===== src/sv/bsfu_pkg.sv =====
// Package: shared types, constants and helpers for the byte-stuffed frame unpacker.
`timescale 1ns / 1ps
package bsfu_pkg;

    localparam int MAX_PACKET = 1024;
    localparam int LIMIT_CAP  = (MAX_PACKET > 1024) ? 1024 : MAX_PACKET;

    localparam logic [7:0] FLAG_BYTE = 8'h7E;
    localparam logic [7:0] ESC_BYTE  = 8'h7D;
    localparam logic [7:0] ESC_XOR   = 8'h20;

    localparam logic [2:0] ST_WAIT_SYNC  = 3'd0;
    localparam logic [2:0] ST_AFTER_FLAG = 3'd1;
    localparam logic [2:0] ST_AFTER_ESC  = 3'd2;
    localparam logic [2:0] ST_IN_MSG     = 3'd3;
    localparam logic [2:0] ST_COMPLETE   = 3'd4;

    localparam logic [1:0] CLS_DATA = 2'd0;
    localparam logic [1:0] CLS_FLAG = 2'd1;
    localparam logic [1:0] CLS_ESC  = 2'd2;

    localparam int          QUEUE_DEPTH = 4;
    localparam int          QUEUE_AW    = $clog2(QUEUE_DEPTH);
    localparam logic [10:0] MAX_LENGTH_RESET = 11'd1024;

    localparam logic [0:0] REG_MAX_LENGTH = 1'd0;

    typedef struct packed {
        logic [1:0] cls;
        logic [7:0] data;
    } q_entry_t;

    typedef struct packed {
        logic     push;
        q_entry_t entry;
    } q_push_t;

    typedef struct packed {
        logic     full;
        logic     empty;
        q_entry_t head;
    } q_status_t;

    typedef struct packed {
        logic [2:0] status;
        logic       byte_valid;
        logic [7:0] payload_byte;
        logic [9:0] byte_index;
        logic [9:0] frame_length;
        logic       frame_cancelled;
    } result_t;

    function automatic logic [10:0] eff_limit(input logic [10:0] max_length);
        logic [10:0] lim;
        lim = max_length;
        if (lim < 11'd1) lim = 11'd1;
        if (lim > 11'(LIMIT_CAP)) lim = 11'(LIMIT_CAP);
        return lim;
    endfunction

endpackage


===== src/sv/byte_stuffed_frame_unpacker.sv =====
// Top level: byte-stuffed frame unpacker with APB configuration and item streams.
//
//   channel  | direction | contents
//   s_axis   | in        | one received byte per item
//   m_axis   | out       | one result item per received byte
//   apb      | in/out    | max_length register at byte address 0
//
// One item per cycle sustained while m_axis is ready; a byte passes from s_axis
// to m_axis through the queue write, then the state machine and result register.
// Reset (aresetn low, synchronous) clears the queue, state and count, and sets
// max_length back to 1024.
// A stall on m_axis fills the four-entry queue; s_axis_tready drops when it is full.
`timescale 1ns / 1ps
module byte_stuffed_frame_unpacker import bsfu_pkg::*; (
    input  logic        aclk,
    input  logic        aresetn,
    input  logic        s_axis_tvalid,
    output logic        s_axis_tready,
    input  logic [7:0]  s_axis_tdata,   // [7:0] rx_byte
    output logic        m_axis_tvalid,
    input  logic        m_axis_tready,
    // [2:0] status, [3] byte_valid, [11:4] payload_byte, [21:12] byte_index,
    // [31:22] frame_length, [32] frame_cancelled, [39:33] zero
    output logic [39:0] m_axis_tdata,
    input  logic        psel,
    input  logic        penable,
    input  logic        pwrite,
    input  logic [2:0]  paddr,
    input  logic [31:0] pwdata,
    output logic [31:0] prdata,
    output logic        pready
);

    logic [10:0] max_length_reg, max_length_next;
    q_push_t     q_push;
    q_status_t   q_status;
    logic        pop;
    result_t     result;
    logic        reg_hit;

    assign pready  = 1'b1;
    assign reg_hit = (paddr[2] == REG_MAX_LENGTH);

    always_comb begin
        max_length_next = max_length_reg;
        if (psel && penable && pwrite && pready && reg_hit) begin
            max_length_next = pwdata[10:0];
        end
    end

    always_ff @(posedge aclk) begin
        if (!aresetn) begin
            max_length_reg <= MAX_LENGTH_RESET;
        end else begin
            max_length_reg <= max_length_next;
        end
    end

    assign prdata = reg_hit ? {21'd0, max_length_reg} : 32'd0;

    bsfu_classify u_classify (
        .aresetn       (aresetn),
        .s_axis_tvalid (s_axis_tvalid),
        .s_axis_tready (s_axis_tready),
        .s_axis_tdata  (s_axis_tdata),
        .q_full        (q_status.full),
        .q_push        (q_push)
    );

    bsfu_queue u_queue (
        .aclk     (aclk),
        .aresetn  (aresetn),
        .q_push   (q_push),
        .pop      (pop),
        .q_status (q_status)
    );

    bsfu_engine u_engine (
        .aclk          (aclk),
        .aresetn       (aresetn),
        .max_length    (max_length_reg),
        .q_status      (q_status),
        .pop           (pop),
        .m_axis_tvalid (m_axis_tvalid),
        .m_axis_tready (m_axis_tready),
        .result        (result)
    );

    assign m_axis_tdata = {7'd0, result.frame_cancelled, result.frame_length,
                           result.byte_index, result.payload_byte,
                           result.byte_valid, result.status};

`ifndef NO_ASSERTIONS
    a_cancel_resyncs: assert property (@(posedge aclk) disable iff (!aresetn)
        (m_axis_tvalid && result.frame_cancelled) |->
        (result.byte_valid && result.status == ST_WAIT_SYNC && result.frame_length == 10'd0))
        else $error("cancel without resync");

    a_length_follows_index: assert property (@(posedge aclk) disable iff (!aresetn)
        (m_axis_tvalid && result.byte_valid && !result.frame_cancelled) |->
        (result.frame_length == 10'(result.byte_index + 10'd1)))
        else $error("frame length does not follow byte index");

    a_complete_no_store: assert property (@(posedge aclk) disable iff (!aresetn)
        (m_axis_tvalid && result.status == ST_COMPLETE) |-> !result.byte_valid)
        else $error("byte stored on closing flag");

    a_full_blocks_input: assert property (@(posedge aclk) disable iff (!aresetn)
        q_status.full |-> !s_axis_tready)
        else $error("input accepted while queue full");
`endif

endmodule


===== src/sv/bsfu_classify.sv =====
// Front end: accepts received bytes and tags each as flag, escape or data.
`timescale 1ns / 1ps
module bsfu_classify import bsfu_pkg::*; (
    input  logic       aresetn,
    input  logic       s_axis_tvalid,
    output logic       s_axis_tready,
    input  logic [7:0] s_axis_tdata,   // [7:0] rx_byte
    input  logic       q_full,
    output q_push_t    q_push
);

    logic [1:0] cls;

    always_comb begin
        if (s_axis_tdata == FLAG_BYTE) begin
            cls = CLS_FLAG;
        end else if (s_axis_tdata == ESC_BYTE) begin
            cls = CLS_ESC;
        end else begin
            cls = CLS_DATA;
        end
    end

    assign s_axis_tready     = aresetn && !q_full;
    assign q_push.push       = s_axis_tvalid && s_axis_tready;
    assign q_push.entry.cls  = cls;
    assign q_push.entry.data = s_axis_tdata;

endmodule


===== src/sv/bsfu_queue.sv =====
// Short item queue between the classifier and the deframing engine.
`timescale 1ns / 1ps
module bsfu_queue import bsfu_pkg::*; (
    input  logic      aclk,
    input  logic      aresetn,
    input  q_push_t   q_push,
    input  logic      pop,
    output q_status_t q_status
);

    q_entry_t             mem [QUEUE_DEPTH];
    logic [QUEUE_AW-1:0]  wr_ptr_reg, wr_ptr_next;
    logic [QUEUE_AW-1:0]  rd_ptr_reg, rd_ptr_next;
    logic [QUEUE_AW:0]    count_reg, count_next;
    logic                 do_pop;

    assign do_pop = pop && (count_reg != '0);

    always_comb begin
        wr_ptr_next = wr_ptr_reg;
        rd_ptr_next = rd_ptr_reg;
        count_next  = count_reg;
        if (q_push.push) begin
            wr_ptr_next = wr_ptr_reg + 1'b1;
        end
        if (do_pop) begin
            rd_ptr_next = rd_ptr_reg + 1'b1;
        end
        if (q_push.push && !do_pop) begin
            count_next = count_reg + 1'b1;
        end else if (!q_push.push && do_pop) begin
            count_next = count_reg - 1'b1;
        end
    end

    always_ff @(posedge aclk) begin
        if (!aresetn) begin
            wr_ptr_reg <= '0;
            rd_ptr_reg <= '0;
            count_reg  <= '0;
        end else begin
            wr_ptr_reg <= wr_ptr_next;
            rd_ptr_reg <= rd_ptr_next;
            count_reg  <= count_next;
        end
    end

    always_ff @(posedge aclk) begin
        if (q_push.push) begin
            mem[wr_ptr_reg] <= q_push.entry;
        end
    end

    assign q_status.full  = (count_reg == (QUEUE_AW + 1)'(QUEUE_DEPTH));
    assign q_status.empty = (count_reg == '0);
    assign q_status.head  = mem[rd_ptr_reg];

endmodule


===== src/sv/bsfu_engine.sv =====
// Back end: frame state machine, payload counter and registered result item.
`timescale 1ns / 1ps
module bsfu_engine import bsfu_pkg::*; (
    input  logic        aclk,
    input  logic        aresetn,
    input  logic [10:0] max_length,
    input  q_status_t   q_status,
    output logic        pop,
    output logic        m_axis_tvalid,
    input  logic        m_axis_tready,
    output result_t     result
);

    logic [2:0]  state_reg, state_next;
    logic [9:0]  count_reg, count_next;
    logic        valid_reg, valid_next;
    result_t     result_reg, result_next;

    logic [2:0]  st;
    logic [9:0]  cnt;
    logic        store;
    logic        cancel;
    logic [7:0]  data;
    logic [10:0] cnt_inc;
    logic [1:0]  cls;
    logic [7:0]  rx;

    assign pop = !q_status.empty && (!valid_reg || m_axis_tready);
    assign cls = q_status.head.cls;
    assign rx  = q_status.head.data;

    always_comb begin
        st     = state_reg;
        cnt    = count_reg;
        store  = 1'b0;
        cancel = 1'b0;
        data   = 8'd0;

        if (st == ST_COMPLETE) begin
            cnt = 10'd0;
            st  = ST_AFTER_FLAG;
        end

        case (st)
            ST_AFTER_FLAG: begin
                if (cls == CLS_FLAG) begin
                    st = ST_AFTER_FLAG;
                end else if (cls == CLS_ESC) begin
                    st = ST_AFTER_ESC;
                end else begin
                    st    = ST_IN_MSG;
                    store = 1'b1;
                    data  = rx;
                end
            end
            ST_AFTER_ESC: begin
                st    = ST_IN_MSG;
                store = 1'b1;
                data  = rx ^ ESC_XOR;
            end
            ST_IN_MSG: begin
                if (cls == CLS_FLAG) begin
                    st = ST_COMPLETE;
                end else if (cls == CLS_ESC) begin
                    st = ST_AFTER_ESC;
                end else begin
                    store = 1'b1;
                    data  = rx;
                end
            end
            default: begin
                st = (cls == CLS_FLAG) ? ST_AFTER_FLAG : ST_WAIT_SYNC;
            end
        endcase

        cnt_inc = {1'b0, cnt} + 11'd1;
        if (store && (cnt_inc >= eff_limit(max_length))) begin
            cancel = 1'b1;
            st     = ST_WAIT_SYNC;
        end

        result_next.status          = st;
        result_next.byte_valid      = store;
        result_next.payload_byte    = data;
        result_next.byte_index      = store ? cnt : 10'd0;
        result_next.frame_cancelled = cancel;
        if (cancel) begin
            result_next.frame_length = 10'd0;
        end else if (store) begin
            result_next.frame_length = cnt_inc[9:0];
        end else begin
            result_next.frame_length = cnt;
        end

        if (pop) begin
            state_next = st;
            count_next = result_next.frame_length;
            valid_next = 1'b1;
        end else begin
            state_next  = state_reg;
            count_next  = count_reg;
            valid_next  = valid_reg && !m_axis_tready;
            result_next = result_reg;
        end
    end

    always_ff @(posedge aclk) begin
        if (!aresetn) begin
            state_reg <= ST_WAIT_SYNC;
            count_reg <= 10'd0;
            valid_reg <= 1'b0;
        end else begin
            state_reg <= state_next;
            count_reg <= count_next;
            valid_reg <= valid_next;
        end
    end

    always_ff @(posedge aclk) begin
        result_reg <= result_next;
    end

    assign m_axis_tvalid = valid_reg;
    assign result        = result_reg;

endmodule

===== config.mk =====
export PLATFORM = sky130hd
export DESIGN_NAME = byte_stuffed_frame_unpacker
export DESIGN_NICKNAME = d
export VERILOG_FILES = /design/src/sv/bsfu_pkg.sv /design/src/sv/byte_stuffed_frame_unpacker.sv /design/src/sv/bsfu_classify.sv /design/src/sv/bsfu_queue.sv /design/src/sv/bsfu_engine.sv
export SDC_FILE = /design/constraint.sdc
export NUM_CORES = 1
export LEC_CHECK = 0
export ABC_AREA = 0
export BUFFER_PORTS_ARGS = -buffer_cell sky130_fd_sc_hd__buf_2
export CELL_PAD_IN_SITES_DETAIL_PLACEMENT = 1
export CELL_PAD_IN_SITES_GLOBAL_PLACEMENT = 1
export CORE_MARGIN = 1
export CORE_UTILIZATION = 35
export CTS_CLUSTER_SIZE = 8
export DETAILED_ROUTE_END_ITERATION = 10
export PLACE_DENSITY = 0.68
export SYNTH_ARGS = -nofsm -noshare
export SYNTH_HDL_FRONTEND = slang
export SYNTH_SLANG_ARGS = --single-unit

===== constraint.sdc =====
create_clock -name aclk -period 10.06 [get_ports aclk]
set_input_delay 2.012 -clock aclk [delete_from_list [all_inputs] [get_ports aclk]]
set_output_delay 2.012 -clock aclk [all_outputs]
set_load 0.01 [all_outputs]

==> flow_summary.json, run 1 <==
{
  "ctsRootBufferMaster": "clkbuf_16",
  "yosys.area_share.simple_pct": 17.2,
  "yosys_most_used_dff": "edfxtp_1",
  "synthDominantAreaCellType": "edfxtp_1",
  "min_path_cells": 2,
  "cell_types_occupying_the_most_area_after_synthesis": "edfxtp_1 (41%), dfxtp_1 (13%), ha_1 (4.5%), buf_4 (4.2%), mux4_2 (4.2%)",
  "std_cell_rows": 44,
  "seq_area_frac_synth_pct": 54.0,
  "finalCritPeriodShare_pct": 52.4,
  "synth_cells": 475,
  "power.static_leakage_nw": 2.33,
  "timing.final.max_slew_violations": 0,
  "drt_first_iter_violations": 168,
  "post-place-cells": 706,
  "run_status": "complete, but fails checks",
  "clock_sink_count": 107,
  "failed_checks": "design-rule violations",
  "worst_hold_launch": "max_length_reg[0]$_SDFFE_PN0P_",
  "setup_fix_bufs_post_cts": 0,
  "htreeDepth": 3,
  "first_pass_grt_wire_length_um": 18700,
  "vias": 3578,
  "synth_top_cell_area_share_pct": 41.2,
  "final_design_area_no_fill_um2": 6000,
  "core_um2": 14700,
  "number_of_global_route_vias_before_repair": 3669,
  "cp_max_fo": 31,
  "floorplan.die.height_um": 125,
  "hold_path_end": "max_length_reg[0]$_SDFFE_PN0P_",
  "portBuffers": 72,
  "worstSetupPathType": "primary input to primary output",
  "layout.nets": 603,
  "worst-r2r-cell-count": 14,
  "fin_worst_hold_slack_ns": 0.483,
  "min_period_ns": 5.27,
  "clock_skew_ns": 0.00994,
  "drcViolationCount": 1,
  "synth_top_family_by_area": "simple AND/OR/NAND/NOR gates",
  "layout_commonest_cell": "edfxtp_1",
  "dp_hpwl_um": 8210,
  "n_antenna_cell": 0,
  "routed_wl_um": 11300,
  "tritoncts": "done",
  "final_cell_mix": "edfxtp_1 (73), buf_2 (72), nand2_1 (55), dfxtp_1 (34), nor2_1 (33)",
  "fin_tns_setup_ns": 0,
  "crit-reg2reg-capture": "u_engine.count_reg[0]$_SDFFE_PN0P_",
  "finalHoldViolations": 0,
  "cpMostUsedCell": "buf_2",
  "register_area_um2": 2870,
  "area_delta_synth_final_pct": 12.8,
  "die_area_um2": 15700,
  "worst_skew_pair.late_latency_ns": 0.36,
  "remaining_number_of_nets_flagged_by_the_antenna_check_after_routing": 0,
  "clk_transition_reported_paths_ns": 0.07,
  "combined_area_of_the_multi_input_logic_cells_um2": 2170,
  "dieWidth_um": 125,
  "post_synth.cell_area_avg_um2": 11.2,
  "timing.reg2reg.setup_slack_ns": 5.40,
  "powerDensity_nw_per_um2": 235,
  "routabilityCongestion": 0.748,
  "floorplan.initialDensity_pct": 36.2,
  "number_of_vias_per_cell_after_detailed_routing": 4.96,
  "longest_clk_path_bufs": 2,
  "number_of_gates_resized_after_cts": 0,
  "number_of_antenna_violations_at_the_first_check_in_global_routing": 0,
  "grt_start_max_net_pins": 38,
  "cts_buffer_count": 9,
  "worst_slew_margin_rel_pct": 47.1,
  "placement.cell_area_um2": 5690,
  "end_kind": "primary output",
  "fmax_ghz": 0.190,
  "synth-adder-area-share_pct": 4.85,
  "grt_overflow": 0,
  "synth.lib_cells_used.distinct": 61,
  "power_mw": 1.41,
  "data_required_time_of_the_worst_path_ns": 8.05,
  "cts.hold.buffers_added": 0,
  "slowest_delay_ns": 0.43,
  "xor_xnor_portion_of_the_synthesized_cell_area_pct": 2.80,
  "ys_seq_elements": 107,
  "drt_pre_antenna_iters": 10,
  "rr_startpoint": "u_engine.state_reg[0]$_SDFFE_PN0P_",
  "min-delay-path-class": "flop to flop",
  "worst_margin_slew_ns": 0.791,
  "cpMaxStageDelayCell": "buf_2",
  "grtUsageTotal_pct": 15.1,
  "synth.mux.area_fraction_pct": 5.06,
  "final.fill_count": 1627,
  "largest_register_ffs": 40,
  "rsz0062_at_grt": "no",
  "avgRoutedWirePerCell_um": 15.6,
  "final_cell_count_no_fill": 722,
  "io_pins": 125,
  "path_cells": "buf_2 > inv_1 > a21oi_1 > buf_2",
  "yosys_warnings": 0,
  "synth_enable_flop_cells": 73,
  "vdd_ir_drop_max_mv": 0.112,
  "maxCapViolCount": 0,
  "timing.critical_path.arrival_ns": 3.26,
  "postSynth.asyncResetShare_pct": 0,
  "layout_cell_share_with_drive_strength_beyond_1_pct": 20.3,
  "synth_compound_gate_area_share_pct": 8.87,
  "report.final.setup_viol": 0,
  "cp-start-kind": "primary input",
  "netlist_area_um2": 5320
}
[Yosys cell counts (11+ instances only)]
library cell and instances:
a21boi_0 13, nand2_1 55, inv_1 12, edfxtp_1 73, ha_1 19, buf_4 30
nor2b_1 20, o21ai_0 11, clkbuf_1 16, dfxtp_1 34, a21oi_1 12, nand3_1 14
nor2_1 33, xnor2_1 11, and2_1 13
[cells by family after synthesis]
group,after synthesis
AO/OA/AOI/OAI,69
other,2
flip-flops,107
multiplexers,14
adder cells (fa/ha/maj),20
buffers and inverters,67
XOR/XNOR,17
AND/OR/NAND/NOR,179
[worst max path at each step]
stage / from / to / slack, ns / cells after the start
after floorplan: paddr[2] / prdata[2] / 5.65 / 2
after global placement: aresetn / s_axis_tready / 4.78 / 4
after detailed placement: aresetn / s_axis_tready / 4.76 / 4
final: aresetn / s_axis_tready / 4.79 / 4
after global routing: aresetn / s_axis_tready / 4.65 / 4
after CTS: aresetn / s_axis_tready / 4.75 / 4
[metal layers]
metal | track usage [%] | share of wire (%) | up-vias
met5 | 0 | 0 | -
met4 | 5.81 | 1.4 | 0
met3 | 2.44 | 2.7 | 12
met2 | 25.2 | 49 | 68
met1 | 19.6 | 47 | 1752
li1 | - | - | 1746
[stage by stage]
stage	utilization (%)	setup slack, ns
after global placement	38.7	4.78
after floorplan	-	5.65
after global routing	40.8	4.65
after CTS	40.8	4.75
after detailed placement	38.7	4.76
final	40.8	4.79
[cell type report]
type | count | share of cell area, %
flip-flops and latches | 107 | 47.9
multi-input cells | 328 | 36.2
repair buffers | 73 | 6.13
clock buffers | 13 | 4.34
well taps | 184 | 3.84
inverters | 14 | 0.876
clock inverters | 3 | 0.772
[critical path, delay by kind of cell]
family | cells | cell delay (ns)
buffers and inverters | 3 | 0.87
AO/OA/AOI/OAI | 1 | 0.36
[power breakdown]
group	internal, mW	total (mW)	switching (mW)
Clock	0.208	0.365	0.157
Combinational	0.159	0.403	0.244
Sequential	0.590	0.644	0.0540
Total	0.958	1.41	0.455
Note: power is estimated with default switching activity, not from simulation.
==> run 2: changes to the inputs <==
PLACE_DENSITY = 0.7   (was 0.68)
clock period = 4.6 ns   (was 10.06 ns; I/O delays follow)
==> run 2 against run 1 <==
Compared with the run above:
- the flow still finishes with violations (design-rule violations)
- clock skew about the same
- power increased by 110%
- count of clock-buffer cells in the layout decreased by 2
- wire length increased by 4.8%
- register-to-register slack got worse by 4.9 ns
- combinational power increased by 130%
- largest power group unchanged
==> flow_summary.json, run 2 (synthesized netlist as in run 1, its figures left out) <==
{
  "run_status": "complete, but fails checks",
  "failed_checks": "design-rule violations",
  "fin_worst_hold_slack_ns": 0.480,
  "drcViolationCount": 2,
  "grtUsageTotal_pct": 15.6,
  "avgRoutedWirePerCell_um": 16.2,
  "core_um2": 14700,
  "area_delta_synth_final_pct": 13.1,
  "cts_buffer_count": 9,
  "number_of_global_route_vias_before_repair": 3741,
  "path_cells": "or3b_1 > nand2_1 > inv_1 > ha_1 > nand3_1 > or3_1 > a21oi_1 > ha_1 > nand4_1 > or3_1 > o211a_2 > a21oi_2 > o21a_1 > o22ai_1",
  "drt_pre_antenna_iters": 10,
  "power_mw": 3.03,
  "postLayoutCoreUtil_pct": 40.9,
  "largest_register_ffs": 40,
  "vdd_ir_drop_max_mv": 0.185,
  "grt_start_max_net_pins": 31,
  "cts.hold.buffers_added": 0,
  "dp_hpwl_um": 8620,
  "worstSetupPathType": "flop to flop",
  "critical_path.n_buffers_inverters": 1,
  "layout_commonest_cell": "edfxtp_1",
  "layout.nets": 610,
  "timing.final.max_slew_violations": 0,
  "routabilityCongestion": 0.757,
  "htreeDepth": 3,
  "worst_skew_pair.late_latency_ns": 0.35,
  "number_of_gates_resized_after_cts": 0,
  "slowest_delay_ns": 0.55,
  "cp-start-kind": "flop",
  "dieWidth_um": 125,
  "setup_fix_bufs_post_cts": 0,
  "end_kind": "flop",
  "clock_skew_ns": 0.00995,
  "longest_clk_path_bufs": 2,
  "fmax_ghz": 0.242,
  "clk_transition_reported_paths_ns": 0.07,
  "number_of_vias_per_cell_after_detailed_routing": 5.03,
  "post-place-cells": 713,
  "final_cell_count_no_fill": 729,
  "final_design_area_no_fill_um2": 6020,
  "placement.cell_area_um2": 5750,
  "tritoncts": "done",
  "powerDensity_nw_per_um2": 503,
  "grt_overflow": 0,
  "std_cell_rows": 44,
  "worst_margin_slew_ns": 0.879,
  "layout_cell_share_with_drive_strength_beyond_1_pct": 21.1,
  "min_period_ns": 4.14,
  "floorplan.die.height_um": 125,
  "finalHoldViolations": 0,
  "maxCapViolCount": 0,
  "cpMaxStageDelayCell": "dfxtp_1",
  "rsz0062_at_grt": "no",
  "timing.critical_path.arrival_ns": 4.22,
  "first_pass_grt_wire_length_um": 19300,
  "vias": 3665,
  "data_required_time_of_the_worst_path_ns": 4.69,
  "worst_path_setup_slack_after_routing_ns": 0.461,
  "cp_max_fo": 9,
  "clock_sink_count": 107,
  "min-delay-path-class": "flop to flop",
  "number_of_antenna_violations_at_the_first_check_in_global_routing": 0,
  "remaining_number_of_nets_flagged_by_the_antenna_check_after_routing": 0,
  "pre_cts_ws_ns": 0.577,
  "worst_slew_margin_rel_pct": 41.3,
  "die_area_um2": 15700,
  "n_antenna_cell": 0,
  "io_pins": 125,
  "floorplan.initialDensity_pct": 36.2,
  "finalCritPeriodShare_pct": 90.0,
  "fin_tns_setup_ns": 0,
  "power.static_leakage_nw": 2.34,
  "ctsRootBufferMaster": "clkbuf_16",
  "top_delay_family_on_crit_path": "simple AND/OR/NAND/NOR gates",
  "portBuffers": 72,
  "final_cell_mix": "edfxtp_1 (73), buf_2 (72), nand2_1 (55), dfxtp_1 (34), nor2_1 (33)",
  "drt_first_iter_violations": 166,
  "final.fill_count": 1634,
  "report.final.setup_viol": 0,
  "routed_wl_um": 11800
}
[run 2: cell types whose count changed in the layout (fill, tap and decap cells not counted), sizes merged]
cell      delta
clkinvlp     +3
buf          +7
clkbuf       -2
bufinv       -1
[run 2: final timing paths]
check             depth (start not counted)                               start                             end  slack, ns
hold / removal                            2      max_length_reg[0]$_SDFFE_PN0P_  max_length_reg[0]$_SDFFE_PN0P_       0.48
setup reg to reg                         14  u_engine.state_reg[1]$_SDFFE_PN0P_    u_engine.result[3]$_DFFE_PP_       0.46
hold reg to reg                           2      max_length_reg[0]$_SDFFE_PN0P_  max_length_reg[0]$_SDFFE_PN0P_       0.48
setup / recovery                         14  u_engine.state_reg[1]$_SDFFE_PN0P_    u_engine.result[3]$_DFFE_PP_       0.46
[run 2: power breakdown]
group	internal, mW	switching (mW)	total, mW
Combinational	0.356	0.565	0.921
Sequential	1.29	0.102	1.39
Clock	0.370	0.341	0.711
[run 2: cell type report]
type / instances / area (um^2) / share of cell area, %
sequential: 107 / 2870 / 47.8
multi-input combinational: 328 / 2170 / 36.1
timing repair buffer: 80 / 420 / 6.99
clock inverter: 5 / 37.5 / 0.624
tap: 184 / 230 / 3.83
inverter: 14 / 52.6 / 0.874
clock buffer: 11 / 233 / 3.87
[run 2: per-layer routing]
metal	vias up	global-route usage (%)	share of wire, %
met5	-	0	0
li1	1765	-	-
met1	1790	19.3	45
met2	91	27.0	50
met3	19	2.74	3.8
met4	0	5.95	1.8
[run 2: tightest hold or removal path, delay by kind of cell, from the launching register on]
family | cells | cell delay [ns]
compound gates | 1 | 0.06
simple gates | 1 | 0.05
flops | 1 | 0.32
